--- src/design/bxds_pkg.sv ---
// Shared types, register codes and constants of the box average downscaler.
package bxds_pkg;

  // Field and register widths fixed by the block's interface.
  localparam int SCALE_BITS     = 5;
  localparam int COL_CFG_BITS   = 13;
  localparam int ROW_CFG_BITS   = 13;
  localparam int CFG_DATA_BITS  = 13;
  localparam int CFG_INDEX_BITS = 2;
  localparam int IN_PIXEL_BITS  = 16;
  localparam int SUM_BITS       = 16;
  localparam int ROW_POS_BITS   = 12;
  localparam int IN_BLOCK_BITS  = 4;
  localparam int DIVISOR_BITS   = 9;

  // Limits of the effective settings.
  localparam int MAX_SCALE = 16;
  localparam int MAX_ROWS  = 4096;

  // Configuration register indexes.
  localparam logic [CFG_INDEX_BITS-1:0] CFG_SCALE   = 2'd0;
  localparam logic [CFG_INDEX_BITS-1:0] CFG_COLUMNS = 2'd1;
  localparam logic [CFG_INDEX_BITS-1:0] CFG_ROWS    = 2'd2;

  // Configuration reset values.
  localparam logic [SCALE_BITS-1:0]   SCALE_RESET   = 5'd2;
  localparam logic [COL_CFG_BITS-1:0] COLUMNS_RESET = 13'd640;
  localparam logic [ROW_CFG_BITS-1:0] ROWS_RESET    = 13'd480;

  // One input item.
  typedef struct packed {
    logic [IN_PIXEL_BITS-1:0] pixel_value;
    logic                     frame_start;
  } pix_in_t;

  // One result item.
  typedef struct packed {
    logic [SUM_BITS-1:0] scaled_pixel;
    logic                frame_end;
  } pix_out_t;

  // Controller states.
  typedef enum logic [2:0] {
    ST_CLEAR,
    ST_IDLE,
    ST_DIVIDE,
    ST_LOOKUP,
    ST_UPDATE,
    ST_EMIT
  } state_t;

  // Commands from the controller to the datapath.
  typedef struct packed {
    logic clear_step;
    logic accept;
    logic lookup;
    logic update;
    logic emit_load;
  } cmd_t;

  // Status from the datapath to the controller.
  typedef struct packed {
    logic clear_done;
    logic div_done;
    logic emit;
    logic out_free;
  } status_t;

endpackage

--- src/design/bxds_ctrl.sv ---
// Controller state machine that sequences clearing, division, lookup and output.
module bxds_ctrl (
  input  logic              clk,
  input  logic              rst,
  input  logic              in_valid,
  output logic              in_stall,
  input  bxds_pkg::status_t status,
  output bxds_pkg::cmd_t    cmd
);

  import bxds_pkg::*;

  state_t state;
  state_t state_next;

  // State register.
  always_ff @(posedge clk) begin
    if (rst) begin
      state <= ST_CLEAR;
    end else begin
      state <= state_next;
    end
  end

  // Next state.
  always_comb begin
    state_next = state;
    case (state)
      ST_CLEAR: begin
        if (status.clear_done) state_next = ST_IDLE;
      end
      ST_IDLE: begin
        if (in_valid) state_next = ST_DIVIDE;
      end
      ST_DIVIDE: begin
        if (status.div_done) state_next = ST_LOOKUP;
      end
      ST_LOOKUP: begin
        state_next = ST_UPDATE;
      end
      ST_UPDATE: begin
        state_next = status.emit ? ST_EMIT : ST_IDLE;
      end
      ST_EMIT: begin
        if (status.out_free) state_next = ST_IDLE;
      end
      default: begin
        state_next = ST_CLEAR;
      end
    endcase
  end

  // Outputs.
  always_comb begin
    in_stall       = 1'b1;
    cmd            = '0;
    case (state)
      ST_CLEAR: begin
        cmd.clear_step = 1'b1;
      end
      ST_IDLE: begin
        in_stall   = 1'b0;
        cmd.accept = in_valid;
      end
      ST_LOOKUP: begin
        cmd.lookup = 1'b1;
      end
      ST_UPDATE: begin
        cmd.update = 1'b1;
      end
      ST_EMIT: begin
        cmd.emit_load = status.out_free;
      end
      default: begin
        in_stall = 1'b1;
      end
    endcase
  end

  // An item leaves the emit state only by loading the output register.
  a_emit_exit: assert property (@(posedge clk) disable iff (rst)
    (state == ST_EMIT && !status.out_free) |=> (state == ST_EMIT))
    else $error("result item dropped while output register was full");

  // An accepted item always enters the division phase.
  a_accept_div: assert property (@(posedge clk) disable iff (rst)
    cmd.accept |=> (state == ST_DIVIDE && !status.div_done))
    else $error("accepted item did not start division");

endmodule

--- config.mk ---
export PLATFORM = sky130hd
export DESIGN_NAME = bxds_ctrl
export DESIGN_NICKNAME = d
export VERILOG_FILES = /design/src/design/bxds_pkg.sv /design/src/design/bxds_ctrl.sv
export SDC_FILE = /design/constraint.sdc
export NUM_CORES = 1
export LEC_CHECK = 0
export BUFFER_PORTS_ARGS = -buffer_cell sky130_fd_sc_hd__buf_2
export CAP_MARGIN = 30
export CORE_AREA = 3 3 40 42
export CTS_BUF_LIST = sky130_fd_sc_hd__clkbuf_16
export DETAILED_ROUTE_END_ITERATION = 10
export DIE_AREA = 0 0 43 45
export GPL_TIMING_DRIVEN = 0
export PLACE_DENSITY = 0.48
export SLEW_MARGIN = 20
export SYNTH_ARGS = -nofsm -noshare
export SYNTH_HDL_FRONTEND = slang
export SYNTH_SLANG_ARGS = --single-unit
--- constraint.sdc ---
create_clock -name clk -period 1.1 [get_ports clk]
set_clock_uncertainty 0.15 [all_clocks]
set_input_delay 0.055 -clock clk [delete_from_list [all_inputs] [get_ports clk]]
set_output_delay 0.055 -clock clk [all_outputs]
set_load 0.02 [all_outputs]
Word-level counts from Yosys, hierarchy flattened. Cells that the tools add are included.

Eq/ne operators: 9. Multiplexer cells: 12. Reductions and logical operators: 2.

Operator list (count): $pmux W3 S6 (1); $mux W3 (5); $ne A2 B2 Y1 const B (4); $eq A3 B2 Y1 const B (2); $eq A3 B3 Y1 const B (2); $mux W1 (6); $reduce_and A4 Y1 (1); $eq A3 B1 Y1 const B (1); $logic_not A3 Y1 (1).

Bits in registers: 3. Output and inout bits: 6. Word-level logic and storage cells: 24.

Longest topological paths before layout. Gate-level depths: netlist (run 1).

Depth after elaboration: 3. Mapped depth: 4. Gate-level depth less buffers: 3.

Worst setup path after synthesis (run 1). Ideal clock, no wire load.

Path kind: register -> register. Start: register state[2]. End: register state[2]. Data arrival time: 0.899 ns. Data required time: 0.834 ns. Path slack: -0.065 ns. Stages on the path, launching flop included: 4. Period minus slack after synthesis: 1.165 ns. Path through: dfxtp_1 -> and3b_1 -> a211oi_2 -> nor2_2.

Cells in the longest elaborated chain, start to end: 3. Elaborated cells between the ends (all ways): 12. Classes of those cells: 9 x eq/ne; 1 x mux; 2 x reduce/logical.

RTL lines: start: declaration (RTL line bxds_ctrl.sv:13) `state_t state;`; start signal: assignment (RTL line bxds_ctrl.sv:21) `state <= state_next;`; $eq A3 B2 Y1 (tied with other cells) (RTL line bxds_ctrl.sv:28) `case (state)`; $ne A2 B2 Y1 (no source line); $reduce_and A4 Y1 (no source line).

Parallel ways exist; a longest one is shown, timed or not. A chain may end at the register's enable or synchronous reset.

Worst setup path in the final report (run 1).
Start: register state[1]. End: output in_stall.

Cells in the longest elaborated chain, start to end: 2.

RTL lines: $eq A3 B1 Y1 (RTL line bxds_ctrl.sv:57) `case (state)`; $mux W1 (RTL line bxds_ctrl.sv:57); end: declaration (RTL line bxds_ctrl.sv:6) `output logic in_stall,`.

Every way passes these cells.

==> results of run 1 <==
[synth_stat cells (all sizes together)]
| master | n | area (sq um) |
|---|---|---|
| buf | 2 | 18.8 |
| nor3 | 2 | 10.0 |
| nor2b | 2 | 12.5 |
| and4bb | 2 | 25.0 |
| or3b | 1 | 8.76 |
| nor3b | 1 | 18.8 |
| a21oi | 2 | 10.0 |
| and3b | 2 | 18.8 |
| mux2i | 1 | 10.0 |
| nor2 | 2 | 10.0 |
| o21bai | 1 | 7.51 |
| a211oi | 1 | 12.5 |
| and4b | 1 | 11.3 |
| dfxtp | 3 | 60.1 |
[layout make-up]
class                           count  area [sq um]  share of cell area, %
Clock inverter                      1          3.75                  0.679
Tap cell                           15          18.8                   3.39
Multi-Input combinational cell     18           161                   29.2
Sequential cell                     3          63.8                   11.5
Timing Repair Buffer               23           208                   37.6
Buffer                              2          22.5                   4.07
Clock buffer                        3          75.1                   13.6
[logic make-up after synthesis]
logic type,after synthesis,share of synthesized area [%]
AOI/OAI and AO/OA,4,12.8
and+or+nand+nor,13,49.2
muxes,1,4.28
DFF,3,25.7
buffers and inverters,2,8.02
[critical path, delay by kind of cell (launching register included)]
| family | cells | cell delay, ns |
|---|---|---|
| buffers and inverters | 2 | 0.26 |
| AND/OR/NAND/NOR | 1 | 0.36 |
| flip-flops | 1 | 0.31 |
[how the worst max path moves through the flow]
| stage | start | to | slack, ns | cells past startpoint |
|---|---|---|---|---|
| after CTS | state[1]$_SDFFE_PP0P_ | in_stall | -0.27 | 3 |
| after floorplan | state[2]$_SDFFE_PP0P_ | state[2]$_SDFFE_PP0P_ | -0.06 | 3 |
| final | state[1]$_SDFFE_PP0P_ | in_stall | -0.26 | 3 |
| after detailed placement | state[2]$_SDFFE_PP0P_ | state[2]$_SDFFE_PP0P_ | -0.10 | 3 |
| after global placement | state[2]$_SDFFE_PP0P_ | state[2]$_SDFFE_PP0P_ | -0.11 | 3 |
| after global routing | state[1]$_SDFFE_PP0P_ | in_stall | -0.28 | 3 |
[stage by stage]
step | instance area (sq um) | std cells | total power (W) | hold slack (ns)
final | 553 | 65 | 0.000878 | 0.0196
after global routing | 553 | 65 | 0.000918 | 0.0418
after CTS | 542 | 64 | 0.000884 | 0.0192
after global placement | 314 | 50 | 0.000235 | 0.110
after floorplan | 235 | 23 | 0.000201 | -0.0281
after detailed placement | 314 | 50 | 0.000234 | 0.110
[power breakdown]
part	total, W	leakage, nW	internal, W	switching (W)
Sequential	0.000125	0.0258	0.000119	0.00000609
Clock	0.000567	0.0423	0.000469	0.0000983
Combinational	0.000186	0.189	0.000115	0.0000709
[per-layer routing]
metal / track usage (%) / part of all wire (%) / up-vias
met5: 0 / 0 / -
met4: 3.61 / 0 / 0
met3: 2.79 / 6.0 / 0
met2: 12.9 / 57 / 5
met1: 5.53 / 37 / 126
li1: - / - / 141
[repair_timing]
item                       4_1_cts  5_1_grt
hold endpoints to repair         3        0
gates resized for setup         18        1
hold buffers                     3        0
pin swaps                        8        1
setup endpoints to repair        9        9
setup buffers                    7        1
==> flow_metrics.tcl, run 1 <==
set metrics [dict create \
    reg2reg_from "state[1]$_SDFFE_PP0P_" \
    synth.distinct_cells 17 \
    grt_pass1_wl_microns 938 \
    fp.coreArea_sq_um 1280 \
    routedWlPerCell_microns 9.54 \
    final_common_cell "buf_6" \
    numCtsBuffers 3 \
    cts_tree "yes" \
    rrSetupSlack_ns -0.20 \
    antennaDiodeCount 0 \
    root_buffer "clkbuf_16" \
    startpoint_type "register" \
    rr_worst_depth 6 \
    crit_slowest_cell "or3b_1" \
    vias 272 \
    fin_crit_sh_pct 124 \
    tns_ns -1.68 \
    ys_seq_area_share_pct 25.7 \
    max_slew_margin_pct 86.9 \
    grt_pass1_vias 254 \
    synth_area_sq_um 234 \
    cp_cell_sequence "buf_6 -> or3b_1 -> buf_6" \
    drv_cap 0 \
    die_w_microns 43 \
    min_to "state[0]$_SDFFE_PP0P_" \
    finalCriticalPeriod_ns 1.36 \
    clkSlewWorstSetupHoldPaths_ns 0.03 \
    cp-end-kind "output port" \
    largest_reg_flops 3 \
    syn_avg_cell_area_sq_um 10.2 \
    cp.required_ns 0.89 \
    htree_levels 1 \
    drive_gt1_share_pct 70.0 \
    cts.sinks 3 \
    fin_nets 58 \
    hold_depth 4 \
    grt_max_degree 11 \
    fmax_ghz 0.734 \
    routabilityCongestion 0.634 \
    worst-path-max-fanout 5 \
    regMostFlops "state" \
    fp.dieH_microns 45 \
    syn_nets 30 \
    hold_violations 0 \
    drc 0 \
    power_density_nw_per_um2 1590 \
    worstPathArrival_ns 1.16 \
    ys_ff_latch 3 \
    final_util_pct 43.0 \
    overflow 0 \
    dr.pass1.iters 1 \
    post-dp-hpwl_microns 399 \
    nFillCells 128 \
    final_cell_mix "buf_6 (10), buf_2 (6), buf_4 (5)" \
    r2r-end "state[0]$_SDFFE_PP0P_" \
    io_buffers 12 \
    min_path_type "input port to register" \
    violations "setup timing" \
    start_util_pct 18.2 \
    reg.largest.list "state (3)" \
    drtIter0Drc 0 \
    clockBufferDepth 2 \
    rows 13 \
    io_pins 13 \
    rsz0062_at_grt "true" \
    track_usage_pct 6.57 \
    synth_warnings 0 \
    ir_drop_mv 0.828 \
    die_area_sq_um 1940 \
    cp_common_cell "buf_6" \
    via_per_inst 4.18 \
    p_leak_nw 0.257 \
    syn_inst 23 \
    postRouteAntennaNets 0 \
    status "finished with violations" \
    critPathKind "register to output port" \
    critical_path.max_stage_delay_ns 0.36 \
    area_growth_pct 136 \
    maxSlewViolCount 0 \
    post-place-ws_ns -0.101 \
    setup_viol 9 \
    hp-start "in_valid" \
    tightest_slew_ns 0.197 \
    drt_wl_total_microns 620 \
    antenna_found_initial 0 \
    clkLatencyLatePin_ns 0.22 \
    finalWorstSetupSlack_ns -0.263 \
]
No activity file was read; power rests on OpenSTA's default activity.
==> run 2: changes to the inputs <==
--- a/config.mk
+++ b/config.mk
@@ -12,7 +12,7 @@
 export DETAILED_ROUTE_END_ITERATION = 10
 export DIE_AREA = 0 0 43 45
 export GPL_TIMING_DRIVEN = 0
-export PLACE_DENSITY = 0.48
+export PLACE_DENSITY = 0.47
 export SLEW_MARGIN = 20
 export SYNTH_ARGS = -nofsm -noshare
 export SYNTH_HDL_FRONTEND = slang
==> run 2 against run 1 <==
Effect of this change: the run still ends with setup timing left; design area grew 0.45%; core utilization grew 0.19 points; global-route usage grew 0.58 points; via count is the same; worst hold slack gained 0.0098 ns; sequential power is essentially flat; clock power is essentially flat; routed wire length grew 3.4%; die area is the same; total power grew 0.65%; clock-buffer cell count is the same; critical path type unchanged.
==> flow_metrics.tcl, run 2 (same netlist as run 1, synthesis figures left out) <==
set metrics [dict create \
    routedWlPerCell_microns 9.86 \
    tightest_slew_ns 0.213 \
    die_area_sq_um 1940 \
    htree_levels 1 \
    io_pins 13 \
    vias 272 \
    routabilityCongestion 0.592 \
    cp-end-kind "output port" \
    cts_tree "yes" \
    clockBufferDepth 2 \
    cp_cell_sequence "buf_6 -> or3b_1 -> buf_6" \
    drtIter0Drc 1 \
    fin_nets 58 \
    clkLatencyLatePin_ns 0.22 \
    postPlaceCellArea_sq_um 314 \
    grt_pass1_vias 260 \
    max_slew_margin_pct 85.8 \
    status "finished with violations" \
    post-place-ws_ns -0.124 \
    cts.sinks 3 \
    setup_viol 9 \
    crit_slowest_cell "or3b_1" \
    power_density_nw_per_um2 1590 \
    root_buffer "clkbuf_16" \
    track_usage_pct 7.15 \
    multi_input_area_sq_um 163 \
    grt_pass1_wl_microns 966 \
    fp.dieH_microns 45 \
    worst-path-max-fanout 5 \
    drv_cap 0 \
    worstPathArrival_ns 1.16 \
    regMostFlops "state" \
    fin_cells 65 \
    rows 13 \
    critPathKind "register to output port" \
    finalCriticalPeriod_ns 1.36 \
    numCtsBuffers 3 \
    area_growth_pct 137 \
    rsz0062_at_grt "true" \
    via_per_inst 4.18 \
    ff_latch_area_sq_um 63.8 \
    startpoint_type "register" \
    dr.pass1.iters 2 \
    total_power_w 0.000884 \
    largest_reg_flops 3 \
    ir_drop_mv 0.875 \
    post-place-cells 50 \
    die_w_microns 43 \
    grt_max_degree 11 \
    final_common_cell "buf_6" \
    final_cell_mix "buf_6 (11), buf_2 (7)" \
    postRouteAntennaNets 0 \
    drc 0 \
    cp.required_ns 0.89 \
    overflow 0 \
    drive_gt1_share_pct 72.0 \
    finalWorstSetupSlack_ns -0.261 \
    fmax_ghz 0.735 \
    fin_crit_sh_pct 124 \
    critical_path.max_stage_delay_ns 0.36 \
    antennaDiodeCount 0 \
    cp_common_cell "buf_6" \
    nFillCells 134 \
    final_cell_area_sq_um 556 \
    io_buffers 12 \
    fp.coreArea_sq_um 1280 \
    hold_violations 0 \
    drt_wl_total_microns 641 \
    clkSlewWorstSetupHoldPaths_ns 0.03 \
    tns_ns -1.70 \
    antenna_found_initial 0 \
    start_util_pct 18.2 \
    min_path_type "input port to register" \
    violations "setup timing" \
    p_leak_nw 0.257 \
    maxSlewViolCount 0 \
    reg.largest.list "state (3)" \
]
-- run 2: cell counts in the layout (fill, tap and decap cells not counted) --
Identical to the previous run, type by type.
-- run 2: through the flow --
step	hold slack, ns	utilization (%)
5_1_grt	0.0656	43.2
4_1_cts	0.0251	40.3
3_3_place_gp	0.110	24.4
2_1_floorplan	-0.0281	-
3_5_place_dp	0.106	24.4
6_report	0.0293	43.2
-- run 2: path summary, 6_finish.rpt --
check                                      startpoint               endpoint  slack (ns)  depth (start not counted)
worst max-delay path            state[1]$_SDFFE_PP0P_               in_stall       -0.26                          3
worst min-delay path                         in_valid  state[0]$_SDFFE_PP0P_        0.03                          4
worst max register to register  state[0]$_SDFFE_PP0P_  state[2]$_SDFFE_PP0P_       -0.18                          5
worst min register to register  state[2]$_SDFFE_PP0P_  state[1]$_SDFFE_PP0P_        0.36                          1
-- run 2: area by class of cell --
| cell class | count | area share, % |
|---|---|---|
| clock buffers | 3 | 13.5 |
| multi-input cells | 18 | 29.3 |
| well taps | 15 | 3.38 |
| repair buffers | 23 | 37.6 |
| clock inverters | 1 | 0.676 |
| plain buffers | 2 | 4.05 |
| flip-flops and latches | 3 | 11.5 |
-- run 2: power by group --
| part | internal, W | switching (W) | total, W | leakage, nW |
|---|---|---|---|---|
| Sequential | 0.000119 | 0.00000571 | 0.000124 | 0.0258 |
| Clock | 0.000469 | 0.000100 | 0.000569 | 0.0423 |
| Combinational | 0.000116 | 0.0000740 | 0.000190 | 0.189 |
| Total | 0.000704 | 0.000180 | 0.000884 | 0.257 |
-- run 2: critical path, delay by kind of cell, from the launching register on --
kind | cells | cell delay, ns
and+or+nand+nor | 1 | 0.36
DFF | 1 | 0.31
buffers and inverters | 2 | 0.26
-- run 2: timing repair --
action                     4_1_cts  5_1_grt
cloned                           1        0
resized for setup               18        2
buffers inserted                 3        4
pin swaps                        5        4
hold buffers                     3        0
hold endpoints to repair         3        0
setup endpoints to repair        8        8
-- run 2: metal layers --
| layer | up-vias | GRT usage (%) | wire, microns |
|---|---|---|---|
| met4 | 0 | 9.04 | 17 |
| met1 | 122 | 6.01 | 253 |
| li1 | 140 | - | - |
| met3 | 2 | 2.79 | 36 |
| met5 | - | 0 | 0 |
| met2 | 8 | 11.7 | 334 |
==> run 3: changes to the inputs <==
--- a/config.mk
+++ b/config.mk
@@ -12,7 +12,7 @@
 export DETAILED_ROUTE_END_ITERATION = 10
 export DIE_AREA = 0 0 43 45
 export GPL_TIMING_DRIVEN = 0
-export PLACE_DENSITY = 0.47
+export PLACE_DENSITY = 0.46
 export SLEW_MARGIN = 20
 export SYNTH_ARGS = -nofsm -noshare
 export SYNTH_HDL_FRONTEND = slang
==> constraint.sdc (replaced) <==
create_clock -name clk -period 1.6 [get_ports clk]
set_clock_uncertainty 0.15 [all_clocks]
set_input_delay 0.08 -clock clk [delete_from_list [all_inputs] [get_ports clk]]
set_output_delay 0.08 -clock clk [all_outputs]
set_load 0.02 [all_outputs]
==> run 3 against run 2 <==
Effect of this change: via count fell by 11%; die area did not move; clock power fell by 31%; sequential power fell by 32%; the run now ends clean; first-iteration DRC count did not move; highest routed layer is now met3; global-route usage fell by 1.2 points; non-clock buffer count fell by 8; core utilization fell by 10 points.
==> flow_metrics.tcl, run 3 (same netlist as run 1, synthesis figures left out) <==
set metrics [dict create \
    grt_max_degree 11 \
    fmax_ghz 0.694 \
    io_buffers 12 \
    fp.coreArea_sq_um 1280 \
    postRouteAntennaNets 0 \
    post-dp-hpwl_microns 398 \
    p_leak_nw 0.200 \
    tns_ns 0 \
    dr.pass1.iters 2 \
    setup_viol 0 \
    startpoint_type "register" \
    min_path_type "input port to register" \
    worstPathArrival_ns 1.21 \
    final_util_pct 32.8 \
    fin_crit_sh_pct 90.0 \
    power_density_nw_per_um2 1320 \
    root_buffer "clkbuf_16" \
    track_usage_pct 5.98 \
    regMostFlops "state" \
    cp.required_ns 1.37 \
    reg.largest.list "state (3)" \
    fin_cells 57 \
    drv_cap 0 \
    crit_slowest_cell "or3b_1" \
    antenna_found_initial 0 \
    whs_ns 0.0540 \
    ir_drop_mv 0.696 \
    postPlaceCellArea_sq_um 313 \
    grt_pass1_wl_microns 855 \
    via_per_inst 4.25 \
    final_cell_mix "buf_2 (12), clkbuf_16 (3), dlygate4sd3_1 (3), dfxtp_1 (3)" \
    critPathKind "register to output port" \
    rows 13 \
    clockBufferDepth 2 \
    status "completed" \
    finalCriticalPeriod_ns 1.44 \
    antennaDiodeCount 0 \
    maxSlewViolCount 0 \
    cts.sinks 3 \
    cp-end-kind "output port" \
    io_pins 13 \
    final_cell_area_sq_um 422 \
    tightest_slew_ns 0.266 \
    cts_tree "yes" \
    final_common_cell "buf_2" \
    cp_cell_sequence "buf_4 -> or3b_1 -> buf_2" \
    die_area_sq_um 1940 \
    critical_path.max_stage_delay_ns 0.36 \
    htree_levels 1 \
    post-place-cells 50 \
    drc 0 \
    routabilityCongestion 0.559 \
    rsz0062_at_grt "false" \
    largest_reg_flops 3 \
    numCtsBuffers 3 \
    routedWlPerCell_microns 9.39 \
    drt_wl_total_microns 535 \
    area_growth_pct 80.2 \
    hold_violations 0 \
    fin_nets 50 \
    grt_pass1_vias 212 \
    drive_gt1_share_pct 52.4 \
    clkSlewWorstSetupHoldPaths_ns 0.03 \
    overflow 0 \
    die_w_microns 43 \
    start_util_pct 18.2 \
    clkLatencyLatePin_ns 0.22 \
    drtIter0Drc 1 \
    vias 242 \
    fp.dieH_microns 45 \
    worst-path-max-fanout 10 \
    max_slew_margin_pct 82.2 \
]
run 3: repair_timing:
item / CTS / global route
hold buffers: 3 / 0
setup buffers: 0 / 0
hold endpoints to repair: 3 / 0
resized for setup: 0 / 0
run 3: report_power, final:
| group | total [W] | internal, W | leakage [nW] | switching (W) |
|---|---|---|---|---|
| clock network | 0.000390 | 0.000322 | 0.0423 | 0.0000682 |
| registers | 0.0000841 | 0.0000805 | 0.0245 | 0.00000362 |
| logic | 0.0000804 | 0.0000404 | 0.133 | 0.0000400 |
run 3: routing by layer:
layer  track usage [%]  share of wire, %  up-vias
met5                 0                 0        -
met4              1.81                 0        0
met3              3.98               7.9        0
met2              10.5                56        6
met1              5.74                37      112
li1                  -                 -      124
run 3: worst max-delay path: cells and delay by family (launching register included):
| family | cells | cell delay, ns |
|---|---|---|
| buf+inv | 2 | 0.32 |
| flops | 1 | 0.30 |
| simple gates | 1 | 0.36 |
run 3: path summary, 6_finish.rpt:
| kind | to | cells after the start | start | slack (ns) |
|---|---|---|---|---|
| worst max register to register | state[2]$_SDFFE_PP0P_ | 3 | state[2]$_SDFFE_PP0P_ | 0.43 |
| worst min-delay path | state[0]$_SDFFE_PP0P_ | 4 | in_valid | 0.05 |
| worst min register to register | state[1]$_SDFFE_PP0P_ | 1 | state[2]$_SDFFE_PP0P_ | 0.46 |
| worst max-delay path | in_stall | 3 | state[1]$_SDFFE_PP0P_ | 0.16 |
run 3: cell type report:
class                   count  area [sq um]
fillers                   146           863
multi-input cells          18           155
repair buffers             15          90.1
clock buffers               3          75.1
flip-flops and latches      3          60.1
plain buffers               2          18.8
well taps                  15          18.8
clock inverters             1          3.75
run 3: through the flow:
stage,power [W],worst slack (ns)
after floorplan,0.000138,0.435
after global placement,0.000162,0.392
after detailed placement,0.000161,0.401
after CTS,0.000563,0.156
after global routing,0.000584,0.110
final,0.000555,0.160
